--- src/hdl/tsb_pkg.sv ---
// Shared constants, command codes and queue types for the timer slot bank.
package tsb_pkg;

  // Bank size and derived widths
  localparam int NUM_TIMERS = 16;
  localparam int IDX_W      = (NUM_TIMERS > 1) ? $clog2(NUM_TIMERS) : 1;
  localparam int CNT_W      = $clog2(NUM_TIMERS + 1);

  // Fixed field widths of the channels
  localparam int CMD_W    = 3;
  localparam int SLOT_W   = 4;
  localparam int AMOUNT_W = 16;
  localparam int DELAY_W  = 32;
  localparam int MASK_W   = 16;
  localparam int TIME_W   = 32;

  // Command queue between front and back
  localparam int FIFO_DEPTH = 4;
  localparam int FIFO_AW    = $clog2(FIFO_DEPTH);

  typedef enum logic [CMD_W-1:0] {
    CMD_TICK  = 3'd0,
    CMD_ADD   = 3'd1,
    CMD_SET   = 3'd2,
    CMD_STOP  = 3'd3,
    CMD_START = 3'd4,
    CMD_DEL   = 3'd5
  } cmd_t;

  typedef struct packed {
    cmd_t                cmd;
    logic [SLOT_W-1:0]   slot;
    logic [AMOUNT_W-1:0] amount;
    logic [DELAY_W-1:0]  delay;
  } entry_t;

  // Write side of the queue
  typedef struct packed {
    logic   push;
    entry_t data;
  } q_wr_t;

  // Read side of the queue
  typedef struct packed {
    logic   valid;
    entry_t data;
  } q_rd_t;

endpackage

--- src/hdl/tsb_if.sv ---
// Channel interfaces for the timer slot bank: command input and fired-mask output.
interface tsb_in_if;
  logic                           valid;
  logic                           ready;
  logic [tsb_pkg::CMD_W-1:0]      cmd;
  logic [tsb_pkg::SLOT_W-1:0]     slot;
  logic [tsb_pkg::AMOUNT_W-1:0]   amount;
  logic [tsb_pkg::DELAY_W-1:0]    delay;

  modport source (output valid, cmd, slot, amount, delay, input ready);
  modport sink   (input valid, cmd, slot, amount, delay, output ready);
endinterface

interface tsb_out_if;
  logic                           valid;
  logic                           ready;
  logic [tsb_pkg::MASK_W-1:0]     fired_mask;

  modport source (output valid, fired_mask, input ready);
  modport sink   (input valid, fired_mask, output ready);
endinterface

--- src/hdl/tsb_ram.sv ---
// Generic single-write, single-read RAM with registered read data.
module tsb_ram #(
  parameter int WIDTH = 32,
  parameter int DEPTH = 16
) (
  input  logic                                      clk,
  input  logic                                      we,
  input  logic [((DEPTH > 1) ? $clog2(DEPTH) : 1)-1:0] waddr,
  input  logic [WIDTH-1:0]                          wdata,
  input  logic [((DEPTH > 1) ? $clog2(DEPTH) : 1)-1:0] raddr,
  output logic [WIDTH-1:0]                          rdata
);

  logic [WIDTH-1:0] mem [DEPTH];
  logic [WIDTH-1:0] rdata_r;

  // Write port and registered read port
  always_ff @(posedge clk) begin
    if (we) begin
      mem[waddr] <= wdata;
    end
    rdata_r <= mem[raddr];
  end

  assign rdata = rdata_r;

endmodule

--- src/hdl/tsb_front.sv ---
// Front end: takes command transfers, drops no-op commands, pushes the rest to the queue.
module tsb_front (
  tsb_in_if.sink        in_ch,
  input  logic          q_full,
  output tsb_pkg::q_wr_t q_wr
);
  import tsb_pkg::*;

  logic keep;

  // Classify: tick always runs, slot commands need a slot in range, other codes drop
  always_comb begin
    keep = 1'b0;
    unique case (cmd_t'(in_ch.cmd))
      CMD_TICK: keep = 1'b1;
      CMD_ADD, CMD_SET, CMD_STOP, CMD_START, CMD_DEL:
        keep = (32'(in_ch.slot) < NUM_TIMERS);
      default: keep = 1'b0;
    endcase
  end

  assign in_ch.ready      = !q_full;
  assign q_wr.push        = in_ch.valid && !q_full && keep;
  assign q_wr.data.cmd    = cmd_t'(in_ch.cmd);
  assign q_wr.data.slot   = in_ch.slot;
  assign q_wr.data.amount = in_ch.amount;
  assign q_wr.data.delay  = in_ch.delay;

endmodule

--- src/hdl/tsb_fifo.sv ---
// Short command queue between front end and back end.
module tsb_fifo (
  input  logic            clk,
  input  logic            rst_n,
  input  tsb_pkg::q_wr_t  q_wr,
  input  logic            pop,
  output logic            full,
  output tsb_pkg::q_rd_t  q_rd
);
  import tsb_pkg::*;

  entry_t               buf_r [FIFO_DEPTH];
  logic [FIFO_AW-1:0]   wr_ptr_r, rd_ptr_r;
  logic [FIFO_AW:0]     count_r;
  logic                 do_pop;

  assign do_pop     = pop && (count_r != '0);
  assign full       = (count_r == (FIFO_AW + 1)'(FIFO_DEPTH));
  assign q_rd.valid = (count_r != '0);
  assign q_rd.data  = buf_r[rd_ptr_r];

  // Advance pointers and count on each push and pop
  always_ff @(posedge clk) begin
    if (!rst_n) begin
      wr_ptr_r <= '0;
      rd_ptr_r <= '0;
      count_r  <= '0;
    end else begin
      if (q_wr.push) begin
        buf_r[wr_ptr_r] <= q_wr.data;
        wr_ptr_r        <= wr_ptr_r + 1'b1;
      end
      if (do_pop) begin
        rd_ptr_r <= rd_ptr_r + 1'b1;
      end
      unique case ({q_wr.push, do_pop})
        2'b10:   count_r <= count_r + 1'b1;
        2'b01:   count_r <= count_r - 1'b1;
        default: count_r <= count_r;
      endcase
    end
  end

endmodule

--- src/hdl/tsb_back.sv ---
// Back end: slot state, elapsed counter, deadline memory scan and fired-mask output register.
module tsb_back (
  input  logic           clk,
  input  logic           rst_n,
  input  tsb_pkg::q_rd_t q_rd,
  output logic           pop,
  tsb_out_if.source      out_ch
);
  import tsb_pkg::*;

  typedef enum logic {ST_IDLE, ST_SCAN} state_t;

  state_t                state_r;
  logic [TIME_W-1:0]     elapsed_r;
  logic [NUM_TIMERS-1:0] present_r, armed_r, mask_r;
  logic [CNT_W-1:0]      cnt_r;
  logic                  chk_vld_r;
  logic [IDX_W-1:0]      chk_idx_r;
  logic                  out_valid_r;

  entry_t                head;
  logic [NUM_TIMERS-1:0] slot_oh, pa_sh, hit_oh;
  logic                  is_present, hit, scan_last;
  logic                  ram_we;
  logic [IDX_W-1:0]      ram_waddr, ram_raddr;
  logic [TIME_W-1:0]     ram_wdata, ram_rdata, diff;
  logic [MASK_W-1:0]     fired;

  assign head       = q_rd.data;
  assign slot_oh    = NUM_TIMERS'(1) << head.slot;
  assign is_present = |(present_r & slot_oh);

  // Pop when idle; a tick waits until the previous mask is taken
  assign pop = (state_r == ST_IDLE) && q_rd.valid &&
               !((head.cmd == CMD_TICK) && out_valid_r);

  // Deadline writes: add on an absent slot clears it, set programs it
  assign ram_we    = pop && ((head.cmd == CMD_SET) ||
                             ((head.cmd == CMD_ADD) && !is_present));
  assign ram_waddr = IDX_W'(head.slot);
  assign ram_wdata = (head.cmd == CMD_SET) ? elapsed_r + head.delay : '0;
  assign ram_raddr = IDX_W'(cnt_r);

  tsb_ram #(
    .WIDTH (TIME_W),
    .DEPTH (NUM_TIMERS)
  ) u_deadline (
    .clk   (clk),
    .we    (ram_we),
    .waddr (ram_waddr),
    .wdata (ram_wdata),
    .raddr (ram_raddr),
    .rdata (ram_rdata)
  );

  // Check the entry read last cycle: wrap-safe compare on the difference sign
  assign diff      = elapsed_r - ram_rdata;
  assign pa_sh     = (present_r & armed_r) >> chk_idx_r;
  assign hit       = chk_vld_r && pa_sh[0] && !diff[TIME_W-1];
  assign hit_oh    = NUM_TIMERS'(hit) << chk_idx_r;
  assign scan_last = (state_r == ST_SCAN) && (cnt_r == CNT_W'(NUM_TIMERS));

  // Fit the slot mask to the output field
  always_comb begin
    fired = '0;
    for (int i = 0; i < MASK_W; i++) begin
      if (i < NUM_TIMERS) begin
        fired[i] = mask_r[i];
      end
    end
  end

  assign out_ch.valid      = out_valid_r;
  assign out_ch.fired_mask = fired;

  // Hold state, slot bits, scan counters and the output register
  always_ff @(posedge clk) begin
    if (!rst_n) begin
      state_r     <= ST_IDLE;
      elapsed_r   <= '0;
      present_r   <= '0;
      armed_r     <= '0;
      cnt_r       <= '0;
      chk_vld_r   <= 1'b0;
      out_valid_r <= 1'b0;
    end else begin
      if (out_valid_r && out_ch.ready) begin
        out_valid_r <= 1'b0;
      end
      unique case (state_r)
        ST_IDLE: begin
          if (pop) begin
            unique case (head.cmd)
              CMD_TICK: begin
                elapsed_r <= elapsed_r + TIME_W'(head.amount);
                mask_r    <= '0;
                cnt_r     <= '0;
                chk_vld_r <= 1'b0;
                state_r   <= ST_SCAN;
              end
              CMD_ADD: begin
                if (!is_present) begin
                  present_r <= present_r | slot_oh;
                  armed_r   <= armed_r & ~slot_oh;
                end
              end
              CMD_SET: begin
                present_r <= present_r | slot_oh;
                armed_r   <= armed_r | slot_oh;
              end
              CMD_STOP:  armed_r   <= armed_r & ~slot_oh;
              CMD_START: armed_r   <= armed_r | slot_oh;
              CMD_DEL:   present_r <= present_r & ~slot_oh;
              default: ;
            endcase
          end
        end
        ST_SCAN: begin
          mask_r <= mask_r | hit_oh;
          if (scan_last) begin
            chk_vld_r   <= 1'b0;
            out_valid_r <= 1'b1;
            state_r     <= ST_IDLE;
          end else begin
            chk_vld_r <= 1'b1;
            chk_idx_r <= IDX_W'(cnt_r);
            cnt_r     <= cnt_r + 1'b1;
          end
        end
        default: state_r <= ST_IDLE;
      endcase
    end
  end

  // Scan counter never runs past the bank
  a_cnt_range: assert property (@(posedge clk) disable iff (!rst_n)
    (state_r == ST_SCAN) |-> (cnt_r <= CNT_W'(NUM_TIMERS)))
    else $error("scan counter past bank end");

  // A new tick never starts while the previous mask is pending
  a_tick_no_overrun: assert property (@(posedge clk) disable iff (!rst_n)
    (pop && (head.cmd == CMD_TICK)) |-> !out_valid_r)
    else $error("tick started over pending mask");

  // The end of a scan presents a mask
  a_scan_done: assert property (@(posedge clk) disable iff (!rst_n)
    scan_last |=> (out_valid_r && (state_r == ST_IDLE)))
    else $error("scan end did not present mask");

  // Deadlines change only while no scan is reading them
  a_no_write_in_scan: assert property (@(posedge clk) disable iff (!rst_n)
    ram_we |-> (state_r == ST_IDLE))
    else $error("deadline write during scan");

endmodule

--- src/hdl/timer_slot_bank_unit.sv ---
// Top level of the timer slot bank: front end, command queue and back end.
// A bank of NUM_TIMERS (16) timer slots sharing one 32-bit elapsed counter. Commands enter
// on in_ch (tick, add, set, stop, start, delete); only tick returns a transfer on out_ch,
// a mask of every registered, armed slot whose deadline is reached after the counter
// advance, compared wrap-safe on the sign of elapsed minus deadline. Expired slots fire on
// every tick until stopped. Unknown commands and slots beyond the bank are dropped at the
// front and cost nothing downstream. A four-entry command queue decouples input from the
// back end, so commands keep being taken while a mask waits on out_ch until the queue fills.
// In the back end a tick scans the deadline memory through its single read port, one slot
// per cycle, and no further command is taken until the scan ends. A tick also waits until
// the previous mask has been taken.
module timer_slot_bank_unit (
  input  logic       clk,
  input  logic       rst_n,
  tsb_in_if.sink     in_ch,
  tsb_out_if.source  out_ch
);
  import tsb_pkg::*;

  q_wr_t q_wr;
  q_rd_t q_rd;
  logic  q_full;
  logic  q_pop;

  tsb_front u_front (
    .in_ch  (in_ch),
    .q_full (q_full),
    .q_wr   (q_wr)
  );

  tsb_fifo u_fifo (
    .clk   (clk),
    .rst_n (rst_n),
    .q_wr  (q_wr),
    .pop   (q_pop),
    .full  (q_full),
    .q_rd  (q_rd)
  );

  tsb_back u_back (
    .clk    (clk),
    .rst_n  (rst_n),
    .q_rd   (q_rd),
    .pop    (q_pop),
    .out_ch (out_ch)
  );

endmodule
--- src/flat_wrapper.sv ---
// flat-port wrapper written by rule: the top's interface ports become plain ports
module timer_slot_bank_unit_flat import tsb_pkg::*;
  (clk, rst_n, in_ch_valid, in_ch_cmd, in_ch_slot, in_ch_amount, in_ch_delay, in_ch_ready, out_ch_valid, out_ch_fired_mask, out_ch_ready);
  tsb_in_if in_ch_i ();
  tsb_out_if out_ch_i ();
  input  logic clk;
  input  logic rst_n;
  input wire logic [$bits(in_ch_i.valid)-1:0] in_ch_valid;
  input wire logic [$bits(in_ch_i.cmd)-1:0] in_ch_cmd;
  input wire logic [$bits(in_ch_i.slot)-1:0] in_ch_slot;
  input wire logic [$bits(in_ch_i.amount)-1:0] in_ch_amount;
  input wire logic [$bits(in_ch_i.delay)-1:0] in_ch_delay;
  output wire logic [$bits(in_ch_i.ready)-1:0] in_ch_ready;
  output wire logic [$bits(out_ch_i.valid)-1:0] out_ch_valid;
  output wire logic [$bits(out_ch_i.fired_mask)-1:0] out_ch_fired_mask;
  input wire logic [$bits(out_ch_i.ready)-1:0] out_ch_ready;
  assign in_ch_i.valid = in_ch_valid;
  assign in_ch_i.cmd = in_ch_cmd;
  assign in_ch_i.slot = in_ch_slot;
  assign in_ch_i.amount = in_ch_amount;
  assign in_ch_i.delay = in_ch_delay;
  assign in_ch_ready = in_ch_i.ready;
  assign out_ch_valid = out_ch_i.valid;
  assign out_ch_fired_mask = out_ch_i.fired_mask;
  assign out_ch_i.ready = out_ch_ready;
  timer_slot_bank_unit u_core (.clk(clk), .rst_n(rst_n), .in_ch(in_ch_i), .out_ch(out_ch_i));
endmodule
--- config.mk ---
export PLATFORM = sky130hd
export DESIGN_NAME = timer_slot_bank_unit_flat
export DESIGN_NICKNAME = d
export VERILOG_FILES = /design/src/hdl/tsb_pkg.sv /design/src/hdl/tsb_if.sv /design/src/hdl/tsb_ram.sv /design/src/hdl/tsb_front.sv /design/src/hdl/tsb_fifo.sv /design/src/hdl/tsb_back.sv /design/src/hdl/timer_slot_bank_unit.sv /design/src/flat_wrapper.sv
export SDC_FILE = /design/constraint.sdc
export NUM_CORES = 1
export LEC_CHECK = 0
export ABC_CLOCK_PERIOD_IN_PS = 7650
export BUFFER_PORTS_ARGS = -buffer_cell sky130_fd_sc_hd__buf_2
export CAP_MARGIN = 5
export CORE_UTILIZATION = 57
export CTS_CLUSTER_SIZE = 10
export DETAILED_ROUTE_END_ITERATION = 8
export GPL_TIMING_DRIVEN = 0
export PLACE_DENSITY = 0.74
export SLEW_MARGIN = 15
export SYNTH_ARGS = -nofsm -noshare
export SYNTH_HDL_FRONTEND = slang
export SYNTH_SLANG_ARGS = --single-unit
--- constraint.sdc ---
create_clock -name clk -period 7.65 [get_ports clk]
set_input_delay 1.1475 -clock clk [delete_from_list [all_inputs] [get_ports clk]]
set_output_delay 1.1475 -clock clk [all_outputs]
set_load 0.03 [all_outputs]
# Word-level counts from Yosys, hierarchy flattened

Memory sizes are Yosys's and may differ from the RTL's. A register that Yosys moved wholly into a read port is not among the register bits.
Cells that the tools add are included.
W data, S select, Z words.

Multiplexer cells: 31
Reductions and logical operators: 33
Bitwise logic cells: 10
Add/subtract/negate cells: 8
Equal/unequal tests: 18
Shift-type cells: 3

Operators with widths:

| operator               | number |
|---|---|
| $pmux W16 S3           | 2 |
| $and A16 B16 Y16       | 4 |
| $mux W16               | 4 |
| $or A16 B16 Y16        | 3 |
| $add A32 B16 Y32       | 1 |
| $add A32 B32 Y32       | 1 |
| $mux W32               | 1 |
| $pmux W16 S2           | 1 |
| $sub A32 B32 Y32       | 1 |
| $not A16 Y16           | 1 |
| $reduce_or A16 Y1      | 1 |
| $shl A1 B4 Y16         | 1 |
| $shl A1 B4 Y16 const A | 1 |
| $shr A16 B4 Y1         | 1 |
| $eq A3 B3 Y1 const B   | 5 |
| $mux W5                | 3 |
| $mux W1                | 14 |
| $eq A3 B2 Y1 const B   | 4 |
| $logic_and A1 B1 Y1    | 12 |
| $reduce_and A3 Y1      | 4 |
| $pmux W5 S2            | 1 |
| $reduce_bool A3 Y1     | 3 |
| $reduce_and A4 Y1      | 2 |
| $eq A3 B1 Y1 const B   | 2 |
| 20 further kinds       | 30 |

RAM bits: 732
Logic and storage cells: 117
Memories kept: 2
Register bits: 99

Memories:

| memory                       | words | bits a word | rd ports | clocked after Yosys merged registers in | wr ports | line           | text |
|---|---|---|---|---|---|---|---|
| u_core.u_back.u_deadline.mem | 16    | 32          | 1        | 1                                       | 1        | tsb_ram.sv:14  | `logic [WIDTH-1:0] mem [DEPTH];` |
| u_core.u_fifo.buf_r          | 4     | 55          | 1        | 1                                       | 1        | tsb_fifo.sv:12 | `entry_t buf_r [FIFO_DEPTH];` |

# Logic depth before layout (Yosys ltp)

Depth after elaboration: 9
Mapped depth: 15
Gate-level depth less buffers: 12

# Modules after synthesis

A second synthesis with hierarchy kept.

Cell total of the unflattened synthesis: 2167
Area, all modules: 36253.5 µm²

Modules (own cells, without submodules):

| module    | area each (µm²) | instances | cells each | seq. area each (µm²) |
|---|---|---|---|---|
| tsb_ram   | 19835.3         | 1         | 838        | 16015.4 |
| tsb_fifo  | 8474.4          | 1         | 335        | 6786.5 |
| tsb_back  | 7517.2          | 1         | 936        | 2042.0 |
| tsb_front | 426.7           | 1         | 58         | 0.0 |

# Least setup slack after synthesis

OpenSTA, ideal clock, no wires.

Path kind: register to register
Start point: reg (tool-made name)
End point: mem u_core.u_back.u_deadline.mem[0][26], data pin
Required time: 7.310 ns
Slack: 3.033 ns
Data arrival time: 4.277 ns
Stages on the path, launching flop included: 15
Clock period less this slack: 4.617 ns
Setup time: 0.340 ns
Cell sequence: dfxtp_1 buf_6 buf_1 buf_1 mux4_2 ha_1 clkbuf_1 a21o_1 a21oi_1 o21ai_0 a21oi_1 o21a_1 a21oi_1 o21ai_0 a211oi_1

RTL lines:

| element       | line |
|---|---|
| end, declared | tsb_ram.sv:14 |

==> results by group <==
Placement
  – Dpl cells: 3,028
  – Post-placement worst setup slack: 1.587 ns
  – Port bufs: 76
  – DP Wirelength: 58.55 mm
  – GPL Wtd Cong: 0.9566
  – DP Area: 0.03824 mm2

Global routing
  – Met3 track demand over resource: 4.589%
  – GRT busiest layer: met2
  – Antenna violations before repair: 2
  – GR Util met1: 38.04%
  – First-pass GRT wire length: 129.6 mm
  – GR Util met2: 46.56%
  – Aggregate global routing overflow: 0
  – All-layer global routing usage: 27.94%
  – Vias in the first global route: 20,560
  – Pin count of the biggest net entering global routing: 42

Worst setup path
  – Worst endpoint required time: 7.96 ns
  – Setup CP Type: reg -> reg
  – Worst setup EP type: register
  – Startpoint Class: register
  – Critical path peak fanout: 16
  – Max stage delay cell, worst path: nor2_1
  – Max stage delay on crit path: 0.75 ns
  – R2R depth: 13
  – Cell breakdown of the critical path: buf_6, buf_1, buf_1, mux4_2, ha_1, clkbuf_1, nand3_1, nor2_1, o211ai_1, o211ai_1, a31o_2, xnor2_1, nor2_1
  – Worst Path Arrival: 6.14 ns
  – Worst r2r dst: u_core.u_back.u_deadline.mem[5][23]
  – Reg2reg setup slack: 1.82 ns

Timing
  – Clock skew: 0.02629 ns
  – Slew margin rel.: 20.35%
  – Final setup viols: 0
  – Peak Freq: 0.1714 GHz
  – PnR worst setup slack: 1.816 ns
  – Setup TNS: 0 ns
  – Actual slew at the worst max-slew pin: 1.195 ns
  – Crit share post-route: 76.26%
  – Max-slew violation count: 0
  – Final Hold Viols: 0
  – RSZ-0062 raised after global routing: false
  – Hold_ws: 0.4376 ns
  – Fin crit period: 5.834 ns

Worst hold path
  – Worst hold path class: reg -> reg
  – Hold depth: 0
  – HP Start: u_core.u_back.cnt_r[3]
  – Hold EP: u_core.u_back.chk_idx_r[3]

Route
  – Wirelength, routed: 87.49 mm
  – Routed vias/inst: 6.325
  – Pre-Repair DR Iteration Count: 5
  – Via count: 20,290
  – DRC errors left: 0
  – Post-DR wirelength/cell: 27.27 um
  – Routed Antenna Nets: 0
  – Iter 0 DRT Violations: 1,991

Synthesis
  – Post-synthesis sequential area ratio: 68.85%
  – Ranking of synthesized cells by area: edfxtp_1 63%, mux4_2 13%, dfxtp_1 6.3%
  – Synth top area share: 62.58%
  – Asr flop ratio synth: 0%
  – Yosys cell types: 72
  – Post-synth top flop: edfxtp_1
  – Synthesized cell area: 0.03608 mm2
  – Synth warn: 0
  – Syn_nets: 2,235
  – #FFs+latches synth: 865
  – Commonest cells in the netlist: 752 x edfxtp_1, 216 x mux4_2, 123 x nand2_1, 113 x dfxtp_1, 108 x nor2_1
  – Post-synth EDFFs: 752
  – Most instantiated library cell after synthesis: edfxtp_1
  – Mean area per synthesized cell: 17.27 um2
  – Area leader, netlist: edfxtp_1
  – Syn Inst Count: 2,089

Power and ir drop
  – Clock power frac: 34.5%
  – Switching share of power: 28.24%
  – Leakage: 13.86 nW
  – Logic pwr share: 19.8%
  – Pwr per Cell Area: 298.8 mW/mm2
  – Sequential power share: 45.6%
  – P_int: 0.008823 W
  – VDD IR max: 0.2339 mV
  – NetSw: 0.003472 W

Clock tree
  – Root buf cell: clkbuf_16
  – Worst-path clk slew: 0.06 ns
  – Cts bufs inserted: 97
  – Number of buffers added for setup after CTS: 0
  – Max Buffers Root-to-Sink: 3
  – H-tree lvl count: 3
  – Cts hold-fix bufs: 0
  – TritonCTS clock tree: built
  – Clk sinks: 865
  – Post-CTS sizing: 0
  – Clk_lat worst skew: 0.66 ns

Layout
  – Post-route cell area: 0.04114 mm2
  – Non-Filler Instances: 3,208
  – Nets: 2,437
  – Layout overhead on the synthesized area: 14.03%
  – Layout cells sized above 1: 21.22%

Floorplanning
  – Chip Width: 253.6 um
  – Std-Cell Rows: 91
  – I/O pin count: 77
  – Die ar.: 0.06431 mm2
  – Die Y: 253.6 um
  – Starting Density: 58.04%
  – Core area: 0.06217 mm2

Run
  – Max cap viols: 0

Run status
  – Status: complete, no violations
worst max-delay path by stage:
stage,startpoint,endpoint,slack [ns],cells past startpoint
finish,register,u_core.u_back.u_deadline.mem[5][23],1.82,13
global route,register,u_core.u_back.u_deadline.mem[8][23],1.31,13
CTS,register,u_core.u_back.u_deadline.mem[9][30],1.56,13
detailed placement,register,u_core.u_back.u_deadline.mem[0][30],1.59,13
global placement,register,u_core.u_back.u_deadline.mem[10][26],1.25,14
floorplan,register,u_core.u_back.u_deadline.mem[0][26],3.03,14
per-stage QoR:
stage	utilization, %	power [W]
floorplan	-	0.007281
global placement	60.34	0.007974
detailed placement	61.52	0.008102
CTS	66.16	0.01233
global route	66.18	0.01273
finish	66.18	0.01229
per-layer routing:
metal  vias to the layer above  wire (um)
met5                         -          0
met4                         0       2295
met3                       143       6917
met2                       969      43470
met1                     10400      34810
li1                       8783          -
cells in the final DEF (no fill, tap or decap), drive strengths merged, types with 23 or more instances in the layout:
| cell | netlist | layout |
|---|---|---|
| edfxtp | 752 | 752 |
| a21oi | 44 | 44 |
| inv | 64 | 66 |
| o21ai | 63 | 63 |
| buf | 34 | 135 |
| dfxtp | 113 | 113 |
| and2 | 23 | 23 |
| nand2 | 123 | 123 |
| ha | 84 | 84 |
| clkbuf | 67 | 238 |
| mux4 | 216 | 216 |
| o221a | 32 | 32 |
| nand3 | 36 | 36 |
| nor2 | 108 | 108 |
| a21o | 35 | 35 |
registers in the layout, summed over array words and instances (netlist names), named ones only:
name	flops
u_core.u_back.u_deadline.mem	512
u_core.u_fifo.buf_r	220
u_core.u_back.elapsed_r	32
u_core.u_back.u_deadline.rdata	32
u_core.u_back.out_ch.fired_mask	16
u_core.u_back.cnt_r	5
u_core.u_back.chk_idx_r	4
u_core.u_fifo.count_r	3
u_core.u_fifo.rd_ptr_r	2
u_core.u_fifo.wr_ptr_r	2
u_core.u_back.chk_vld_r	1
u_core.u_back.out_ch.valid	1
u_core.u_back.state_r	1
worst max-delay path, delay by kind of cell (launching register included):
kind            cells  cell delay (ns)
compound gates      3             0.97
simple gates        3             1.17
xor+xnor            1             0.15
buf+inv             4             1.89
mux                 1             0.65
fa+ha+maj           1             0.31
flops               1             0.32
final cells by class:
type | count | area [um2]
fill | 4160 | 21020
timing repair buffer | 103 | 960.9
clock buffer | 169 | 2749
tap | 837 | 1047
buffer | 101 | 402.9
sequential | 865 | 24840
antenna | 1 | 2.502
multi-input combinational | 1059 | 10760
inverter | 64 | 240.2
clock inverter | 9 | 136.4
power groups by stage:
stage	clock network, W	logic, W	registers [W]
floorplan	0	0.00160	0.00569
global placement	0	0.00227	0.00570
detailed placement	0	0.00240	0.00570
CTS	0.00430	0.00242	0.00561
global route	0.00447	0.00263	0.00563
finish	0.00424	0.00244	0.00561
cells by family (layout without fill, tap and decap cells):
kind of cell	count (synthesis)	count (layout)	share of synthesized area (%)
xor gates and xnor gates	38	38	0.9224
and+or+nand+nor	409	409	5.524
AOI/OAI and AO/OA	289	289	5.801
buffers and inverters	165	446	1.779
muxes	236	236	14.04
DFF	865	865	68.85
adders and majority gates	87	87	3.079
other	0	1	0
No activity file was read; power rests on OpenSTA's default activity.
